==> config.mk <==
export PLATFORM = sky130hd
export DESIGN_NAME = aprs_is_header_parser_flat
export DESIGN_NICKNAME = d
export VERILOG_FILES = /design/src/rtl/aprs_pkg.sv /design/src/rtl/aprs_if.sv /design/src/rtl/aprs_is_header_parser.sv /design/src/flat_wrapper.sv
export SDC_FILE = /design/constraint.sdc
export NUM_CORES = 1
export LEC_CHECK = 0
export BUFFER_PORTS_ARGS = -buffer_cell sky130_fd_sc_hd__clkbuf_2
export CAP_MARGIN = 20
export CORE_AREA = 5 5 85 126
export DETAILED_ROUTE_END_ITERATION = 8
export DIE_AREA = 0 0 90 131
export PLACE_DENSITY = 0.65
export SLEW_MARGIN = 20
export SYNTH_ARGS = -nofsm -noshare
export SYNTH_HDL_FRONTEND = slang
export SYNTH_SLANG_ARGS = --single-unit
==> constraint.sdc <==
create_clock -name clk_i -period 4.08 [get_ports clk_i]
set_input_delay 0.204 -clock clk_i [delete_from_list [all_inputs] [get_ports clk_i]]
set_output_delay 0.204 -clock clk_i [all_outputs]
set_load 0.03 [all_outputs]
==> src/rtl/aprs_pkg.sv <==
// ============================================================================
// APRS-IS header parser package
// Shared types, character codes, field limits and phase codes.
// ============================================================================
package aprs_pkg;

  // Number of path elements before the next element is taken as q construct.
  localparam int unsigned MaxPath = 6;
  localparam int unsigned IdxW    = $clog2(MaxPath + 1);

  // Characters that steer the header grammar.
  localparam logic [7:0] ChNul     = 8'h00;
  localparam logic [7:0] ChNewline = 8'h0A;
  localparam logic [7:0] ChHash    = 8'h23;
  localparam logic [7:0] ChGreater = 8'h3E;
  localparam logic [7:0] ChDash    = 8'h2D;
  localparam logic [7:0] ChComma   = 8'h2C;
  localparam logic [7:0] ChLowerQ  = 8'h71;
  localparam logic [7:0] ChColon   = 8'h3A;
  localparam logic [7:0] ChZero    = 8'h30;

  // Name length limits; a name byte at or beyond its limit is flagged as overflow.
  localparam logic [7:0] LimSrc  = 8'd10;
  localparam logic [7:0] LimDest = 8'd7;
  localparam logic [7:0] LimCall = 8'd10;
  localparam logic [7:0] LimQ    = 8'd3;
  localparam logic [7:0] LimOrig = 8'd11;

  typedef enum logic [3:0] {
    PH_START     = 4'd0,
    PH_SRC       = 4'd1,
    PH_SRC_SSID  = 4'd2,
    PH_DEST      = 4'd3,
    PH_PATH      = 4'd4,
    PH_PATH_SSID = 4'd5,
    PH_QCON      = 4'd6,
    PH_ORIG      = 4'd7,
    PH_ORIG_SSID = 4'd8,
    PH_SKIP      = 4'd9,
    PH_PAYLOAD   = 4'd10,
    PH_COMMENT   = 4'd11
  } phase_e;

  typedef enum logic [2:0] {
    FK_SKIP    = 3'd0,
    FK_SOURCE  = 3'd1,
    FK_DEST    = 3'd2,
    FK_PATH    = 3'd3,
    FK_QCON    = 3'd4,
    FK_ORIG    = 3'd5,
    FK_PAYLOAD = 3'd6,
    FK_COMMENT = 3'd7
  } field_kind_e;

  typedef enum logic [1:0] {
    LS_BUSY      = 2'd0,
    LS_OK        = 2'd1,
    LS_COMMENT   = 2'd2,
    LS_MALFORMED = 2'd3
  } line_status_e;

  typedef struct packed {
    logic [7:0] byte_value;
    logic       end_of_buffer;
  } in_item_t;

  typedef struct packed {
    logic [2:0] field_kind;
    logic [2:0] path_slot;
    logic [7:0] char_pos;
    logic [7:0] char_out;
    logic       ssid_valid;
    logic [6:0] ssid_value;
    logic       name_overflow;
    logic [1:0] line_status;
    logic [2:0] path_count;
    logic       line_end;
  } out_item_t;

  typedef struct packed {
    phase_e          phase;
    logic [IdxW-1:0] idx;
    logic [7:0]      pos;
    logic [6:0]      acc;
    logic [1:0]      cnt;
    logic            seen;
  } parse_state_t;

  localparam parse_state_t StateClear = '{
    phase: PH_START, idx: '0, pos: '0, acc: '0, cnt: '0, seen: 1'b0
  };

  function automatic line_status_e status_of(phase_e ph);
    line_status_e s;
    case (ph)
      PH_PAYLOAD: s = LS_OK;
      PH_COMMENT: s = LS_COMMENT;
      default:    s = LS_MALFORMED;
    endcase
    return s;
  endfunction

endpackage

==> src/rtl/aprs_if.sv <==
// ============================================================================
// APRS-IS header parser channels
// Valid/ready channels for input bytes and tagged results.
// ============================================================================
interface aprs_in_if;
  logic               valid;
  logic               ready;
  aprs_pkg::in_item_t data;

  modport source (output valid, output data, input ready);
  modport sink   (input valid, input data, output ready);
endinterface

interface aprs_out_if;
  logic                valid;
  logic                ready;
  aprs_pkg::out_item_t data;

  modport source (output valid, output data, input ready);
  modport sink   (input valid, input data, output ready);
endinterface

==> src/rtl/aprs_is_header_parser.sv <==
// ============================================================================
// APRS-IS header parser
// Tags each byte of an APRS-IS text line with its header field in one pass.
// ============================================================================
// Timing: each result is registered and appears in the cycle after its byte is accepted.
// Throughput: one byte per cycle; the result register frees in the same cycle
// it is taken, so a byte is accepted whenever the result slot is empty or
// being drained. The parse state update is the only loop and closes per byte.
// Reset: asynchronous, active low; clears the parse state to line start and
// empties the result register.
module aprs_is_header_parser (
  input  logic              clk_i,
  input  logic              rst_ni,
  aprs_in_if.sink           in_i,
  aprs_out_if.source        out_o
);
  import aprs_pkg::*;

  // Parse state registers and the result register.
  parse_state_t st_q, st_d, st_nxt;
  out_item_t    res_q, res_d;
  logic         res_valid_q, res_valid_d;

  logic         in_fire;
  logic [7:0]   b;
  logic         eob;
  logic         is_end;
  logic         is_digit;
  logic [3:0]   digit;
  phase_e       eff_phase;
  logic [7:0]   pos_inc;
  logic [IdxW-1:0] idx_inc;
  phase_e       path_next;

  // The result slot accepts a new request when empty or when it is drained in
  // this very cycle, so bytes stream at one per cycle under a ready sink.
  assign in_i.ready  = !res_valid_q || out_o.ready;
  assign in_fire     = in_i.valid && in_i.ready;
  assign out_o.valid = res_valid_q;
  assign out_o.data  = res_q;

  assign b   = in_i.data.byte_value;
  assign eob = in_i.data.end_of_buffer;

  // A NUL or newline byte ends the line on its own and is never tagged.
  assign is_end = (b == ChNul) || (b == ChNewline);

  always_comb begin
    is_digit = b inside {[8'h30:8'h39]};
  end
  assign digit = 4'(b - ChZero);

  // The first byte of a line chooses between comment and normal header, and
  // is then handled by the chosen phase in the same cycle.
  assign eff_phase = (st_q.phase == PH_START) ?
                     ((b == ChHash) ? PH_COMMENT : PH_SRC) : st_q.phase;

  // Position counts saturate at 255.
  assign pos_inc = (st_q.pos == 8'hFF) ? st_q.pos : st_q.pos + 8'd1;

  // Closing a path element advances the slot up to the path limit; once the
  // limit is reached the next element is taken as the q construct.
  assign idx_inc   = (32'(st_q.idx) < MaxPath) ? st_q.idx + IdxW'(1) : st_q.idx;
  assign path_next = (32'(idx_inc) >= MaxPath) ? PH_QCON : PH_PATH;

  // Next parse state for a non-terminating byte, before any line end.
  always_comb begin
    parse_state_t cl;
    cl       = st_q;
    cl.pos   = '0;
    cl.acc   = '0;
    cl.cnt   = '0;
    cl.seen  = 1'b0;
    st_nxt       = st_q;
    st_nxt.phase = eff_phase;
    case (eff_phase)
      PH_SRC: begin
        if (b == ChGreater) begin
          st_nxt = cl; st_nxt.phase = PH_DEST;
        end else if (b == ChDash) begin
          st_nxt.seen = 1'b1; st_nxt.phase = PH_SRC_SSID;
        end else begin
          st_nxt.pos = pos_inc;
        end
      end
      PH_DEST: begin
        if (b == ChComma) begin
          st_nxt = cl; st_nxt.idx = '0; st_nxt.phase = PH_PATH;
        end else if (b == ChColon) begin
          st_nxt = cl; st_nxt.phase = PH_PAYLOAD;
        end else begin
          st_nxt.pos = pos_inc;
        end
      end
      PH_PATH: begin
        if (b == ChComma) begin
          st_nxt = cl; st_nxt.idx = idx_inc; st_nxt.phase = path_next;
        end else if (b == ChColon) begin
          st_nxt = cl; st_nxt.idx = idx_inc; st_nxt.phase = PH_PAYLOAD;
        end else if (b == ChDash) begin
          st_nxt.seen = 1'b1; st_nxt.phase = PH_PATH_SSID;
        end else if (b == ChLowerQ && st_q.pos == 8'd0) begin
          st_nxt.pos = pos_inc; st_nxt.phase = PH_QCON;
        end else begin
          st_nxt.pos = pos_inc;
        end
      end
      PH_QCON: begin
        if (b == ChComma) begin
          st_nxt = cl; st_nxt.phase = PH_ORIG;
        end else if (b == ChColon) begin
          st_nxt = cl; st_nxt.phase = PH_PAYLOAD;
        end else begin
          st_nxt.pos = pos_inc;
        end
      end
      PH_ORIG: begin
        if (b == ChColon) begin
          st_nxt = cl; st_nxt.phase = PH_PAYLOAD;
        end else if (b == ChComma) begin
          st_nxt = cl; st_nxt.phase = PH_SKIP;
        end else if (b == ChDash) begin
          st_nxt.seen = 1'b1; st_nxt.phase = PH_ORIG_SSID;
        end else begin
          st_nxt.pos = pos_inc;
        end
      end
      PH_SRC_SSID, PH_PATH_SSID, PH_ORIG_SSID: begin
        // The closing separator depends on which element carries the SSID.
        if (eff_phase == PH_SRC_SSID && b == ChGreater) begin
          st_nxt = cl; st_nxt.phase = PH_DEST;
        end else if (eff_phase == PH_PATH_SSID && b == ChComma) begin
          st_nxt = cl; st_nxt.idx = idx_inc; st_nxt.phase = path_next;
        end else if (eff_phase == PH_PATH_SSID && b == ChColon) begin
          st_nxt = cl; st_nxt.idx = idx_inc; st_nxt.phase = PH_PAYLOAD;
        end else if (eff_phase == PH_ORIG_SSID && b == ChColon) begin
          st_nxt = cl; st_nxt.phase = PH_PAYLOAD;
        end else if (eff_phase == PH_ORIG_SSID && b == ChComma) begin
          st_nxt = cl; st_nxt.phase = PH_SKIP;
        end else if (st_q.cnt < 2'd2 && is_digit) begin
          // At most two digits; the accumulator is at most 9 before the
          // second one, so the product fits in seven bits.
          st_nxt.acc = 7'((st_q.acc << 3) + (st_q.acc << 1) + 7'(digit));
          st_nxt.cnt = st_q.cnt + 2'd1;
        end else begin
          st_nxt.cnt = 2'd3;
        end
      end
      PH_SKIP: begin
        if (b == ChColon) begin
          st_nxt.pos = '0; st_nxt.phase = PH_PAYLOAD;
        end
      end
      PH_PAYLOAD, PH_COMMENT: begin
        st_nxt.pos = pos_inc;
      end
      default: begin
        st_nxt = StateClear;
      end
    endcase
  end

  // Any line end, by terminator byte or by end of buffer, returns to line start.
  assign st_d = (is_end || eob) ? StateClear : st_nxt;

  // Result fields for the byte.
  always_comb begin
    logic closes;
    logic [IdxW-1:0] pc_idx;
    closes = 1'b0;
    res_d = '0;
    res_d.char_out = b;
    if (is_end) begin
      res_d.line_end    = 1'b1;
      res_d.line_status = status_of(st_q.phase);
    end else begin
      case (eff_phase)
        PH_SRC: begin
          if (b == ChGreater) begin
            closes = 1'b1;
          end else if (b != ChDash) begin
            res_d.field_kind    = FK_SOURCE;
            res_d.char_pos      = st_q.pos;
            res_d.name_overflow = (st_q.pos >= LimSrc);
          end
        end
        PH_DEST: begin
          if (b == ChComma || b == ChColon) begin
            closes = 1'b1;
          end else begin
            res_d.field_kind    = FK_DEST;
            res_d.char_pos      = st_q.pos;
            res_d.name_overflow = (st_q.pos >= LimDest);
          end
        end
        PH_PATH: begin
          res_d.path_slot = 3'(st_q.idx);
          if (b == ChComma || b == ChColon) begin
            closes = 1'b1;
          end else if (b == ChLowerQ && st_q.pos == 8'd0) begin
            // A leading q turns the element into the q construct.
            res_d.path_slot     = '0;
            res_d.field_kind    = FK_QCON;
            res_d.char_pos      = st_q.pos;
            res_d.name_overflow = (st_q.pos >= LimQ);
          end else if (b != ChDash) begin
            res_d.field_kind    = FK_PATH;
            res_d.char_pos      = st_q.pos;
            res_d.name_overflow = (st_q.pos >= LimCall);
          end
        end
        PH_PATH_SSID: begin
          res_d.path_slot = 3'(st_q.idx);
          closes = (b == ChComma) || (b == ChColon);
        end
        PH_SRC_SSID: closes = (b == ChGreater);
        PH_ORIG_SSID: closes = (b == ChComma) || (b == ChColon);
        PH_QCON: begin
          if (b == ChComma || b == ChColon) begin
            closes = 1'b1;
          end else begin
            res_d.field_kind    = FK_QCON;
            res_d.char_pos      = st_q.pos;
            res_d.name_overflow = (st_q.pos >= LimQ);
          end
        end
        PH_ORIG: begin
          if (b == ChComma || b == ChColon) begin
            closes = 1'b1;
          end else if (b != ChDash) begin
            res_d.field_kind    = FK_ORIG;
            res_d.char_pos      = st_q.pos;
            res_d.name_overflow = (st_q.pos >= LimOrig);
          end
        end
        PH_PAYLOAD: begin
          res_d.field_kind = FK_PAYLOAD;
          res_d.char_pos   = st_q.pos;
        end
        PH_COMMENT: begin
          res_d.field_kind = FK_COMMENT;
          res_d.char_pos   = st_q.pos;
        end
        default: begin
          res_d.field_kind = FK_SKIP;
        end
      endcase
      if (closes && st_q.seen) begin
        res_d.ssid_valid = 1'b1;
        res_d.ssid_value = st_q.acc;
      end
      if (eob) begin
        res_d.line_end    = 1'b1;
        res_d.line_status = status_of(st_nxt.phase);
      end
    end
    // The path count is reported on the line end only, saturating at seven.
    pc_idx = is_end ? st_q.idx : st_nxt.idx;
    if (res_d.line_end) begin
      res_d.path_count = (32'(pc_idx) > 7) ? 3'd7 : 3'(pc_idx);
    end
  end

  assign res_valid_d = in_fire ? 1'b1 : (out_o.ready ? 1'b0 : res_valid_q);

  always_ff @(posedge clk_i or negedge rst_ni) begin
    if (!rst_ni) begin
      st_q        <= StateClear;
      res_valid_q <= 1'b0;
    end else begin
      res_valid_q <= res_valid_d;
      if (in_fire) begin
        st_q <= st_d;
      end
    end
  end

  // The result payload carries no reset; it is qualified by its valid bit.
  always_ff @(posedge clk_i) begin
    if (in_fire) begin
      res_q <= res_d;
    end
  end

`ifndef ASSERT_OFF
  // A byte that ends a line leaves the parser at line start.
  a_line_end_clears: assert property (@(posedge clk_i) disable iff (!rst_ni)
    in_fire && res_d.line_end |=> st_q.phase == PH_START && st_q.idx == '0)
    else $error("parse state not cleared after line end");

  // The path slot never runs past the path limit.
  a_idx_bound: assert property (@(posedge clk_i) disable iff (!rst_ni)
    32'(st_q.idx) <= MaxPath)
    else $error("path slot beyond limit");

  // An SSID is only reported on a separator and never above two digits.
  a_ssid_on_separator: assert property (@(posedge clk_i) disable iff (!rst_ni)
    out_o.valid && out_o.data.ssid_valid |->
      out_o.data.field_kind == FK_SKIP && out_o.data.ssid_value <= 7'd99)
    else $error("SSID reported on a non-separator byte");

  // The path count and line status are only shown on the last result of a line.
  a_count_at_end: assert property (@(posedge clk_i) disable iff (!rst_ni)
    out_o.valid && !out_o.data.line_end |-> out_o.data.path_count == 3'd0 &&
      out_o.data.line_status == LS_BUSY)
    else $error("line summary shown before line end");
`endif

endmodule
==> src/flat_wrapper.sv <==
// flat-port wrapper written by rule: the top's interface ports become plain ports
module aprs_is_header_parser_flat import aprs_pkg::*;
  (clk_i, rst_ni, in_i_valid, in_i_data, in_i_ready, out_o_valid, out_o_data, out_o_ready);
  aprs_in_if in_i_i ();
  aprs_out_if out_o_i ();
  input  logic clk_i;
  input  logic rst_ni;
  input wire logic [$bits(in_i_i.valid)-1:0] in_i_valid;
  input wire logic [$bits(in_i_i.data)-1:0] in_i_data;
  output wire logic [$bits(in_i_i.ready)-1:0] in_i_ready;
  output wire logic [$bits(out_o_i.valid)-1:0] out_o_valid;
  output wire logic [$bits(out_o_i.data)-1:0] out_o_data;
  input wire logic [$bits(out_o_i.ready)-1:0] out_o_ready;
  assign in_i_i.valid = in_i_valid;
  assign in_i_i.data = in_i_data;
  assign in_i_ready = in_i_i.ready;
  assign out_o_valid = out_o_i.valid;
  assign out_o_data = out_o_i.data;
  assign out_o_i.ready = out_o_ready;
  aprs_is_header_parser u_core (.clk_i(clk_i), .rst_ni(rst_ni), .in_i(in_i_i), .out_o(out_o_i));
endmodule
# == Word level (Yosys, flattened, before mapping) ==
# Index checks and enable logic that the tools add are counted.
# word_totals
reg_bits,63
elab_cells,183
# op_classes
add_sub_neg,6
magnitude_cmp,9
n_eq_ne,31
muxes,88
bitwise_logic,1
n_reduce_logical,31
# op_table
cell,count
2-to-1 mux 25 bit,9
2-to-1 mux 8 bit,13
one-hot mux 10 bit (7 select lines),1
one-hot mux 8 bit (8 select lines),1
"== test 8 x 6 -> 1 bit, second input constant",5
2-to-1 mux 4 bit,10
one-hot mux 8 bit (5 select lines),1
2-to-1 mux 9 bit,4
"== test 4 bit, second input constant",8
one-hot mux 4 bit (8 select lines),1
2-to-1 mux 3 bit,8
2-to-1 mux 1 bit,22
one-hot mux 3 bit (7 select lines),1
one-hot mux 3 bit (6 select lines),1
"== test 4 x 3 -> 1 bit, second input constant",4
">= comparator 8 x 4 -> 1 bit, second input constant",2
zero test 8 bit,2
2-to-1 mux 15 bit,1
2-to-1 mux 14 bit,1
2-to-1 mux 7 bit,2
2-to-1 mux 2 bit,6
logical AND 1 bit,10
2-to-1 mux 10 bit,1
"adder 8 x 1 -> 8 bit, second input constant",1
other kinds (38),51

# == Longest topological paths before layout ==
# logic_depth
ltp_word,15
ltp_mapped,10
ltp_nobuf,9

# == Worst setup path before layout ==
# No wires, ideal clock.
# synth_timing
path_type,flip-flop to flip-flop
startpoint,register u_core.res_valid_q (netlist: u_core.out_o.valid)
endpoint,register u_core.st_q[3] (netlist bit)
setup_ns,0.069
arrival_ns,2.524
slack_ns,1.487
stages_incl_launch_ff,8
path_buffers,0
synth_period_minus_slack_ns,2.593
cell_sequence,dfrtp_1 > nand2b_1 > nand2_1 > inv_1 > nand2_1 > nor2_1 > o211ai_1 > nand3_1
# synth_via
elab_chain_len,4
# synth_lines
element,line_no,text
from (decl),aprs_is_header_parser.sv:22,"logic res_valid_q, res_valid_d;"
from (signal assigned),aprs_is_header_parser.sv:271,res_valid_q <= res_valid_d;
zero test 1 bit,aprs_is_header_parser.sv:37,assign in_i.ready = !res_valid_q || out_o.ready;
logical OR 1 bit,aprs_is_header_parser.sv:37,
net in_i_ready,flat_wrapper.sv:10,output wire logic [$bits(in_i_i.ready)-1:0] in_i_ready;
logical AND 1 bit,aprs_is_header_parser.sv:38,assign in_fire = in_i.valid && in_i.ready;
net u_core.in_fire,aprs_is_header_parser.sv:24,logic in_fire;
AND reduction 6 bit (no source line),n/a,
to (signal assigned),aprs_is_header_parser.sv:268,st_q <= StateClear;
to (signal assigned),aprs_is_header_parser.sv:273,st_q <= st_d;
to (decl),aprs_is_header_parser.sv:20,"parse_state_t st_q, st_d, st_nxt;"
# The timed path passes the listed nets, and every way through them passes these cells.
# A chain may end at the register's enable or synchronous reset.

# == Worst setup path after layout ==
# layout_timing
startpoint,register u_core.st_q[22] (netlist bit)
endpoint,register u_core.st_q[5] (netlist bit)
# layout_via
elab_chain_len,11
word_cells_on_any_way,33
cone_classes,eq/ne: 16; mux: 8; reduce/logical: 9
# layout_lines
element,line_no,text
zero test 4 bit,aprs_is_header_parser.sv:55,assign eff_phase = (st_q.phase == PH_START) ?
2-to-1 mux 4 bit (*),aprs_is_header_parser.sv:55,
== test 4 bit,"aprs_is_header_parser.sv:76, aprs_is_header_parser.sv:136, aprs_is_header_parser.sv:138",
logical AND 1 bit,aprs_is_header_parser.sv:138,end else if (eff_phase == PH_ORIG_SSID && b == ChComma) begin
2-to-1 mux 9 bit,aprs_is_header_parser.sv:138,
2-to-1 mux 25 bit,aprs_is_header_parser.sv:136,end else if (eff_phase == PH_ORIG_SSID && b == ChColon) begin
2-to-1 mux 25 bit,aprs_is_header_parser.sv:134,end else if (eff_phase == PH_PATH_SSID && b == ChColon) begin
2-to-1 mux 25 bit,aprs_is_header_parser.sv:132,end else if (eff_phase == PH_PATH_SSID && b == ChComma) begin
2-to-1 mux 25 bit,aprs_is_header_parser.sv:130,if (eff_phase == PH_SRC_SSID && b == ChGreater) begin
one-hot mux 10 bit (7 select lines),aprs_is_header_parser.sv:76,case (eff_phase)
2-to-1 mux 25 bit,aprs_is_header_parser.sv:164,assign st_d = (is_end || eob) ? StateClear : st_nxt;
# Every way passes the cells marked *; elsewhere a longest branch is shown, timed or not.

==> results by group <==
Outcome
  – Status: complete, no violations

Placed design
  – DP Wirelength: between 9 and 10 mm
  – GP Congestion: 0.9576
  – IO buf count: 51

Clock network
  – CTS max path bufs: 2
  – CTS tree: yes
  – Post-CTS resize count: 0
  – CTS root buffer: clkbuf_16
  – Clk slew on worst S/H paths: 0.06 ns
  – Hold_buf cts: 1
  – CTS sink count: 63
  – Setup Buffers After CTS: 0
  – Clk_lat worst skew: ~0.34 ns
  – H-tree Lvls: 3
  – Num CTS Buffers: 9

Route
  – Initial drt markers: roughly 320
  – Final WL: roughly 13 mm
  – Final ANT Viol Nets: 0
  – Met3 WL: between 800 and 900 microns
  – Pre-antenna DRT Iters: 6
  – Metal-1 WL: between 5 and 6 mm
  – Uppermost routed layer: met4
  – Met2 WL: 6.532 mm
  – Vias after detailed routing: 4105
  – Drt wl/cell: about 21 microns
  – Remaining DRCs: 0
  – Vias per inst: around 6.5

Synthesis
  – Syn. warnings: 0
  – Seq cells post-synth: 63
  – Yosys top cell by area: edfxtp_1
  – Post-Synth Simple-Gate Area: 0.2499
  – Synth Area in XOR/XNOR: 0.01814
  – Largest family of logic cells by synthesized area: simple AND/OR/NAND/NOR gates
  – Post-synthesis compound-gate area fraction: 0.2327
  – Seq/Total Area, Yosys: 0.4054
  – Count of cell types in the netlist: between 70 and 80
  – Asr flop ratio synth: 0.4127
  – Count leader, synth: edfxtp_1
  – Dominant cells by area after synthesis: edfxtp_1 26%, dfrtp_1 15%, nand3_1 3.8%, a21oi_1 3.5%, ha_1 3.5%
  – Synth top area share: 0.2557
  – Mapped Area: 4345 sq um
  – Syn Area/Cell: 9.265 sq um
  – Primary FF master, synth: edfxtp_1
  – Leading cell types by count after synthesis: 37 x edfxtp_1, 35 x nand2_1, 33 x nand3_1
  – Multiplexer share of the synthesized area: 0.007198
  – Adder-cell area share of the yosys netlist: 0.04377
  – Synth Instances: ~470
  – Synthesized net count: just under 500
  – EDFF count, synth: 37

STA
  – Crit share post-route: 0.6728
  – RSZ-0062 raised after global routing: false
  – Max-slew violations: 0
  – Final Hold Slack: roughly 0.064 ns
  – F_max: 364.3 MHz
  – Period minus WS final: between 2 and 3 ns
  – Slew @ Worst Pin: 0.8818 ns
  – Fin Setup TNS: 0 ns
  – Slew headroom: 0.4122
  – Clock Skew: roughly 0.011 ns
  – Count of final setup violators: 0
  – Hold Fails Final Rpt: 0

Floorplanning
  – Core area: about 9500 sq um
  – Die Wd: around 90 microns
  – Die height: 131 microns
  – FP Rows: 44
  – Die area: 11790 sq um
  – Initial Util: 0.4563
  – Top-Level Pins: between 50 and 60

Hold path
  – HP Start: in_i_valid
  – Worst Hold Endpoint: u_core.out_o.valid
  – Hold Crit Class: input pin to register
  – Hold Path Stages: 2

Pwr
  – VDD IR max: between 0.2 and 0.3 mV
  – Internal: 1.317 mW
  – Clock power share: 0.460
  – Total power: ~1.8 mW
  – P per Cell Area: ~360 nW/um^2
  – Psw: 494.3 uW
  – Leakage power: ~2.1 nW
  – Seq pwr share: 0.413
  – Combinational power share: 0.127
  – Switching share of total power: 0.2728

Worst setup path
  – Critical Path RT: between 4 and 5 ns
  – CP Capture Type: register
  – CP Max Fanout: 16
  – Crit Path Class: register to register
  – CP Launch Type: register
  – Reg2Reg Depth: 6
  – Reg2reg start: u_core.st_q[22]
  – Reg-to-Reg End: u_core.st_q[5]
  – Worst Path Arrival: ~3 ns
  – Reg-to-reg slack, setup: 1.33 ns

Cells and area
  – Diode count: 0
  – Fillers: slightly above 900
  – Final Util: 0.5256
  – Nets: ~540
  – Layout cells sized above 1: 0.1760
  – Area Overhead vs Synth: 15.20%

Global route
  – Vias in the first global route: 3977
  – Total gr overflow: 0
  – First-pass GRT wire length: between 20 and 25 mm
  – Largest net degree at the start of global routing: 30
  – Total GRT Usage: 0.2242
  – Antenna violations before repair: 0

Flow run
  – Maxcap violations: 0
## critical path, cell delays in order (launching register included)
cell and delay (ns):
dfrtp_1 0.56, buf_4 0.29, nor3_1 0.71, a32oi_2 0.39, a21oi_2 0.48, o31ai_1 0.14
nand3_1 0.10
## layout by cell type (no fill, tap or decap), types with 5 or more instances in the layout
cell / instances
o31ai_1: 11
nand2b_1: 7
o21ai_0: 23
a21oi_1: 30
a31oi_1: 11
a21o_1: 6
clkbuf_16: 9
edfxtp_1: 37
nor3_1: 11
ha_1: 12
o2111ai_1: 5
o211ai_1: 9
clkbuf_2: 51
xnor2_1: 6
nor2b_1: 6
nor2_1: 26
and3_1: 5
buf_4: 6
nand4_1: 9
or3_1: 7
nand2_1: 35
and2_1: 18
nand3_1: 33
dfrtp_1: 26
inv_1: 18
## area by class of cell
cell class / instances / area (sq um) / area share
Timing Repair Buffer: 58 / 310.3 / 0.06198
Clock inverter: 7 / 96.34 / 0.01925
Inverter: 19 / 71.32 / 0.01425
Clock buffer: 9 / 225.2 / 0.04499
Tap cell: 115 / 143.9 / 0.02874
Multi-Input combinational cell: 361 / 2397 / 0.4789
Sequential cell: 63 / 1762 / 0.3519
## how the worst max path moves through the flow
stage,endpoint,slack (ns),from,depth (start not counted)
2_1_floorplan,u_core.st_q[3],1.49,u_core.out_o.valid,7
3_3_place_gp,u_core.st_q[15],1.37,in_i_data[5],7
3_5_place_dp,u_core.st_q[10],1.38,in_i_data[5],7
4_1_cts,u_core.st_q[5],1.46,u_core.st_q[21],7
5_1_grt,u_core.st_q[12],1.20,u_core.st_q[21],6
6_report,u_core.st_q[5],1.33,u_core.st_q[22],6
## kinds of logic (layout without fill, tap and decap cells)
family / after synthesis / after routing
compound gates: 144 / 144
fa+ha+maj: 14 / 14
mux: 3 / 3
xor+xnor: 9 / 9
buf+inv: 45 / 93
flops: 63 / 63
simple gates: 191 / 191
## power groups by stage
stage | Combinational, mW | Clock [mW] | Sequential [mW]
finish | 0.230 | 0.833 | 0.749
floorplan | 0.126 | 0 | 0.784
global placement | 0.224 | 0 | 0.759
detailed placement | 0.227 | 0 | 0.760
CTS | 0.230 | 0.842 | 0.747
global route | 0.250 | 0.877 | 0.752
## flip-flops by register name, summed over array words and instances, names as in the netlist
register and count:
u_core.out_o.data 37, u_core.st_q 25, u_core.out_o.valid 1
## per-stage QoR
stage               cell area, sq um  cells  setup slack, ns
finish                          5006    632            1.335
floorplan                       4345    469            1.487
global route                    5006    632            1.196
detailed placement              4674    615            1.382
global placement                4674    615            1.372
CTS                             5006    632            1.461
## per-layer routing
metal | vias up | GRT usage
li1 | 1894 | -
met1 | 1984 | 0.2596
met2 | 192 | 0.3832
met3 | 35 | 0.04238
met4 | 0 | 0.1411
met5 | - | 0
(Power assumes the default switching activity.)
